$ cat src/rtl/motor_current_power_limiter_assert.svh
// ----------------------------------------------------------------------------
// motor_current_power_limiter_assert.svh
// Assertion macros for the motor current power limiter.
// ----------------------------------------------------------------------------
`ifndef MOTOR_CURRENT_POWER_LIMITER_ASSERT_SVH
`define MOTOR_CURRENT_POWER_LIMITER_ASSERT_SVH
`ifndef SYNTHESIS
// same-cycle implication, sampled on clk, off during reset
`define PLIM_ASSERT_IMPLY(lbl, ante, cons) \
    lbl: assert property (@(posedge clk) disable iff (!rst_n) (ante) |-> (cons)) \
        else $error("plim check failed");
// next-cycle implication
`define PLIM_ASSERT_NEXT(lbl, ante, cons) \
    lbl: assert property (@(posedge clk) disable iff (!rst_n) (ante) |=> (cons)) \
        else $error("plim check failed");
`else
`define PLIM_ASSERT_IMPLY(lbl, ante, cons)
`define PLIM_ASSERT_NEXT(lbl, ante, cons)
`endif
`endif

$ cat src/rtl/plim_div.sv
// ----------------------------------------------------------------------------
// plim_div
// Pipelined restoring divider, one quotient bit per stage, with sideband.
// ----------------------------------------------------------------------------
`default_nettype none
module plim_div #(
    parameter int NUM_W  = 32,
    parameter int DEN_W  = 16,
    parameter int SIDE_W = 1
) (
    input  logic              clk,
    input  logic              adv,
    input  logic [NUM_W-1:0]  num,
    input  logic [DEN_W-1:0]  den,
    input  logic [SIDE_W-1:0] side_in,
    output logic [NUM_W-1:0]  quo,
    output logic [SIDE_W-1:0] side_out
);

    logic [DEN_W-1:0]  rem_reg  [NUM_W];
    logic [NUM_W-1:0]  nq_reg   [NUM_W];   // numerator shifts out, quotient in
    logic [DEN_W-1:0]  den_reg  [NUM_W];
    logic [SIDE_W-1:0] side_reg [NUM_W];

    for (genvar s = 0; s < NUM_W; s++) begin : g_stage
        logic [DEN_W-1:0]  rem_in;
        logic [NUM_W-1:0]  nq_in;
        logic [DEN_W-1:0]  den_in;
        logic [SIDE_W-1:0] side_c;
        logic [DEN_W:0]    trial;
        logic [DEN_W:0]    diff;
        logic              ge;
        logic [DEN_W-1:0]  rem_next;
        logic [NUM_W-1:0]  nq_next;

        if (s == 0) begin : g_first
            assign rem_in = '0;
            assign nq_in  = num;
            assign den_in = den;
            assign side_c = side_in;
        end else begin : g_rest
            assign rem_in = rem_reg[s-1];
            assign nq_in  = nq_reg[s-1];
            assign den_in = den_reg[s-1];
            assign side_c = side_reg[s-1];
        end

        assign trial    = {rem_in, nq_in[NUM_W-1]};
        assign diff     = trial - {1'b0, den_in};
        assign ge       = (trial >= {1'b0, den_in});
        assign rem_next = ge ? diff[DEN_W-1:0] : trial[DEN_W-1:0];
        assign nq_next  = {nq_in[NUM_W-2:0], ge};

        always_ff @(posedge clk)
        begin
            if (adv)
            begin
                rem_reg[s]  <= rem_next;
                nq_reg[s]   <= nq_next;
                den_reg[s]  <= den_in;
                side_reg[s] <= side_c;
            end
        end
    end

    assign quo      = nq_reg[NUM_W-1];
    assign side_out = side_reg[NUM_W-1];

endmodule
`default_nettype wire

$ cat config.mk
export PLATFORM = sky130hd
export DESIGN_NAME = plim_div
export DESIGN_NICKNAME = d
export VERILOG_FILES = /design/src/rtl/motor_current_power_limiter_assert.svh /design/src/rtl/plim_div.sv
export SDC_FILE = /design/constraint.sdc
export NUM_CORES = 2
export LEC_CHECK = 0
export BUFFER_PORTS_ARGS = -buffer_cell sky130_fd_sc_hd__buf_2
export CORE_AREA = 2 2 338 423
export CTS_CLUSTER_SIZE = 14
export DETAILED_ROUTE_END_ITERATION = 8
export DIE_AREA = 0 0 340 425
export PLACE_DENSITY_LB_ADDON = 0.05
export SYNTH_ARGS = -nofsm -noshare
export SYNTH_HDL_FRONTEND = slang
export SYNTH_SLANG_ARGS = --single-unit
$ cat constraint.sdc
create_clock -name clk -period 9.25 [get_ports clk]
set_input_delay 0 -clock clk [delete_from_list [all_inputs] [get_ports clk]]
set_output_delay 0 -clock clk [all_outputs]
set_load 0.005 [all_outputs]
After elaboration in Yosys (flattened, before gate mapping). Memories as Yosys holds them, arrays and structs flattened. Cells that the tools add are included.

Add/subtract/negate cells: 32. Order comparisons: 32. Muxes and demuxes: 34.

Operators with widths (number): $ge A17 B16 Y1 (31); $mux W16 (32); $sub A16 B16 Y16 (31); $ge A1 B16 Y1 (1); $sub A1 B16 Y16 (1); $mux W1 (2).

Flip-flop bits (word level): 0. Memory bits (writable): 2080. Bits of input ports: 51. Output and inout bits: 33. Logic and storage cells: 102. Memories kept: 4.

Memories: nq_reg (words 32, bits a word 32, read ports 32, clocked after Yosys merged registers in 0, write ports 32, RTL line plim_div.sv:21) `logic [NUM_W-1:0] nq_reg [NUM_W];`; den_reg (words 32, bits a word 16, read ports 31, clocked after Yosys merged registers in 0, write ports 32, RTL line plim_div.sv:22) `logic [DEN_W-1:0] den_reg [NUM_W];`; rem_reg (words 32, bits a word 16, read ports 31, clocked after Yosys merged registers in 0, write ports 32, RTL line plim_div.sv:20) `logic [DEN_W-1:0] rem_reg [NUM_W];`; side_reg (words 32, bits a word 1, read ports 32, clocked after Yosys merged registers in 0, write ports 32, RTL line plim_div.sv:23) `logic [SIDE_W-1:0] side_reg [NUM_W];`.

Logic depth before layout (Yosys ltp). An unclocked memory read counts as a cell.

Word-level depth: 3. Gate-level depth with buffers: 12. Gate-level depth less buffers: 11.

Worst setup path after synthesis. No wires, ideal clock.

Path type: reg2reg. Start point: mem den_reg[29][1] (netlist: den_reg[1][209]). End point: mem rem_reg[30][8] (netlist: rem_reg[1][232]) (data pin). Setup time: 260 ps. Arrival time: 2905 ps. Data required time: 8990 ps. Slack: 6085 ps. Cell stages (with the launch flop): 12. Buffers on the path: 1. Clock period less this slack: 3165 ps. Path through: edfxtp_1 > inv_1 > ha_1 > nor2b_1 > o31a_1 > o221a_2 > o21ai_2 > or3b_1 > a21bo_2 > a41oi_4 > buf_12 > mux2_4.

RTL lines (RTL line): from (decl) (plim_div.sv:22); to (decl) (plim_div.sv:20).

==> flow_metrics.env <==
export IMPL_outcome="complete, no violations"
export IMPL_num_io_pins=84
export IMPL_crit_path_start_kind="register"
export IMPL_maxCapViolCount=0
export IMPL_crit_slowest_cell="o21a_1"
export IMPL_largest_reg_flops=1024
export IMPL_cp_cell_sequence="inv_1 > ha_1 > nor2b_1 > o31ai_1 > a21oi_1 > a221oi_1 > o21bai_1 > nor3_1 > o21a_1 > mux2_2"
export IMPL_reg2reg_to="rem_reg[1][210]"
export IMPL_synth_edf_count=2048
export IMPL_grt_max_degree=192
export IMPL_coreArea_mm2=0.140
export IMPL_portBuffers=83
export IMPL_final_max_slew_violation_count=0
export IMPL_synthTopCellsByArea="edfxtp_1 (68%), ha_1 (6.9%), mux2_2 (3.9%)"
export IMPL_max_stage_delay_ns=0.59
export IMPL_avgSynthCellArea_um2=14.7
export IMPL_arrival_ns=4.32
export IMPL_cts_resized=0
export IMPL_start_util_pct=64.6
export IMPL_grt_pass1_vias=49500
export IMPL_layout_drive_gt1_share_pct=11.0
export IMPL_final_area_mm2=0.101
export IMPL_crit_required_ns=9.81
export IMPL_yosys_warnings=0
export IMPL_switching_share_pct=31.6
export IMPL_power_switching_uw=10300
export IMPL_dp_cells=8082
export IMPL_synth_top_area_share_pct=67.8
export IMPL_drc=0
export IMPL_post_route_period_util_pct=40.7
export IMPL_hold_end="nq_reg[0][0]"
export IMPL_drt_total_wl_mm=166
export IMPL_p_int_uw=22200
export IMPL_critical_path_class="reg2reg"
export IMPL_skew_ns=0.0504
export IMPL_critical_path_buf_inv_count=1
export IMPL_worstHoldPathCells=3
export IMPL_tns_ns=0
export IMPL_slew_headroom_pct=20.7
export IMPL_p_per_area_mw_per_mm2=322
export IMPL_p_leak_uw=0.0385
export IMPL_nNetsFinal=7078
export IMPL_seqPwrFrac_pct=42.3
export IMPL_drtPass1Iterations=6
export IMPL_syn_instance_count=6166
export IMPL_die_area_mm2=0.145
export IMPL_synth_seq_area_share_pct=67.8
export IMPL_synth_area_mm2=0.0907
export IMPL_antenna_found_initial=0
export IMPL_cp_end_kind="register"
export IMPL_crit_fanout=16
export IMPL_worstHoldStart="den[14]"
export IMPL_drt_initial_drc_count=3532
export IMPL_cts_buffers=189
export IMPL_clk_path_buf_depth=3
export IMPL_cts_root_buf="clkbuf_16"
export IMPL_rows=154
export IMPL_place_area_mm2=0.0935
export IMPL_setup_viol=0
export IMPL_yosys_cell_types_count=92
export IMPL_vdd_ir_drop_max_v=0.000222
export IMPL_max_freq_mhz=266
export IMPL_r2r_start="den_reg[1][193]"
export IMPL_grt_pass1_wl_mm=262
export IMPL_synth_common_cells="edfxtp_1 (2048), inv_1 (609), ha_1 (498)"
export IMPL_area_growth_pct=10.8
export IMPL_vias_per_cell=5.78
export IMPL_synth_seq_cells=2048
export IMPL_clock_sinks=2048
export IMPL_htreeDepth=4
export IMPL_cts_tree="done"
export IMPL_ff2ff_setup_slack_ns=5.49
export IMPL_ys_flop_type="edfxtp_1"
export IMPL_gp_congestion=0.908
export IMPL_hold_path_class="in2reg"
export IMPL_syn_nets=6745
export IMPL_yosysTopAreaCell="edfxtp_1"
export IMPL_async_flop_share_pct=0
export IMPL_wl_per_cell_um=19.5
export IMPL_rsz0062_at_grt="false"
export IMPL_worst_pin_slew_ns=1.16
export IMPL_path_clk_slew_ns=0.06
export IMPL_insertion_delay_ns=0.85
export IMPL_dieWidth_um=340
export IMPL_power_frac_comb_pct=34.3
export IMPL_cp_top_family="compound AO/OA/AOI/OAI gates"
export IMPL_grt_ovfl_total=0
export IMPL_ant_nets=0
export IMPL_yosys_cell_count_top_type="edfxtp_1"
export IMPL_period_needed_ns=3.76
export IMPL_antenna_cells=0
export IMPL_clkPwrFrac_pct=23.4
export IMPL_place_hpwl_mm=113
export IMPL_die_y_um=425
export IMPL_finalHoldViolations=0
export IMPL_vias=49200
export IMPL_fin_cells=8506
export IMPL_reg2reg_depth=10
export IMPL_track_usage_pct=23.2
## power by group through the flow
| stage | clock, uW | sequential, uW | combinational (uW) |
|---|---|---|---|
| 4_1_cts | 7770 | 13700 | 11100 |
| 2_1_floorplan | 0 | 13300 | 8810 |
| 6_report | 7580 | 13700 | 11100 |
| 3_5_place_dp | 0 | 13900 | 10900 |
| 5_1_grt | 8130 | 13800 | 12400 |
| 3_3_place_gp | 0 | 13900 | 10700 |
## worst register-to-register path: stages, from the launching register on
cell and delay, ns:
edfxtp_1 0.43, inv_1 0.08, ha_1 0.23, nor2b_1 0.15
o31ai_1 0.44, a21oi_1 0.25, a221oi_1 0.56, o21bai_1 0.18
nor3_1 0.19, o21a_1 0.59, mux2_2 0.41
## cell usage in the layout (no fill, tap or decap), drive strengths merged, types with 37 or more instances in the layout
master	n
xnor2	220
nor2b	76
o31a	48
o31ai	37
inv	615
dlygate4sd3	98
nor2	301
mux2	328
nand3	67
edfxtp	2048
clkinv	80
nor3	64
a211oi	40
o21ai	292
xor2	98
nand2b	76
o21a	132
a21oi	330
mux2i	56
ha	498
buf	109
nand4	56
clkbuf	217
a21o	110
nand2	229
## worst max-delay path by stage
| stage | endpoint | slack [ns] | from | cells after the start |
|---|---|---|---|---|
| after floorplan | rem_reg[1][232] | 6.08 | den_reg[1][209] | 11 |
| after global placement | rem_reg[1][130] | 5.64 | den_reg[1][113] | 10 |
| after detailed placement | rem_reg[0][234] | 5.56 | rem_reg[0][213] | 9 |
| after CTS | rem_reg[0][234] | 5.55 | rem_reg[0][213] | 9 |
| after global routing | rem_reg[1][55] | 5.28 | den_reg[1][33] | 10 |
| final | rem_reg[1][210] | 5.49 | den_reg[1][193] | 10 |
## logic make-up after synthesis
| logic type | Yosys count | synth area share, % |
|---|---|---|
| flip-flops | 2048 | 67.8 |
| AO/OA/AOI/OAI | 1221 | 8.69 |
| AND/OR/NAND/NOR | 993 | 5.34 |
| buffers and inverters | 674 | 2.87 |
| adder cells (fa/ha/maj) | 528 | 7.53 |
| multiplexers | 384 | 4.72 |
| XOR/XNOR | 318 | 3.07 |
## final cells by class
| cell class | count | area (um2) |
|---|---|---|
| timing repair buffer | 207 | 1690 |
| inverter | 609 | 2290 |
| multi-input combinational | 3444 | 26700 |
| sequential | 2048 | 61500 |
| clock inverter | 109 | 1210 |
| fill | 9135 | 39900 |
| tap | 1872 | 2340 |
| clock buffer | 217 | 4830 |
## timing repair
item,in CTS,in global routing
endpoints found under the hold margin,216,0
hold buffers,98,0
buffers inserted,0,0
## per-stage QoR
stage               hold slack, ns  power (uW)  utilization [%]  worst slack (ns)
floorplan                   0.0989       22100                -              6.08
detailed placement           0.178       24800             66.6              5.56
CTS                        0.00693       32600             71.6              5.55
global placement             0.177       24500             66.6              5.64
finish                       0.120       32400             71.6              5.49
global route                0.0923       34300             71.6              5.28
## routing by layer
metal | vias to the layer above | global-route usage [%] | wire length (um) | part of all wire [%]
li1 | 23800 | - | - | -
met1 | 24000 | 27.9 | 65800 | 40
met2 | 1032 | 41.6 | 86800 | 52
met3 | 345 | 3.16 | 5930 | 3.6
met4 | 0 | 10.6 | 7550 | 4.5
met5 | - | 0 | 0 | 0
Power figures use the tool's default switching activity.
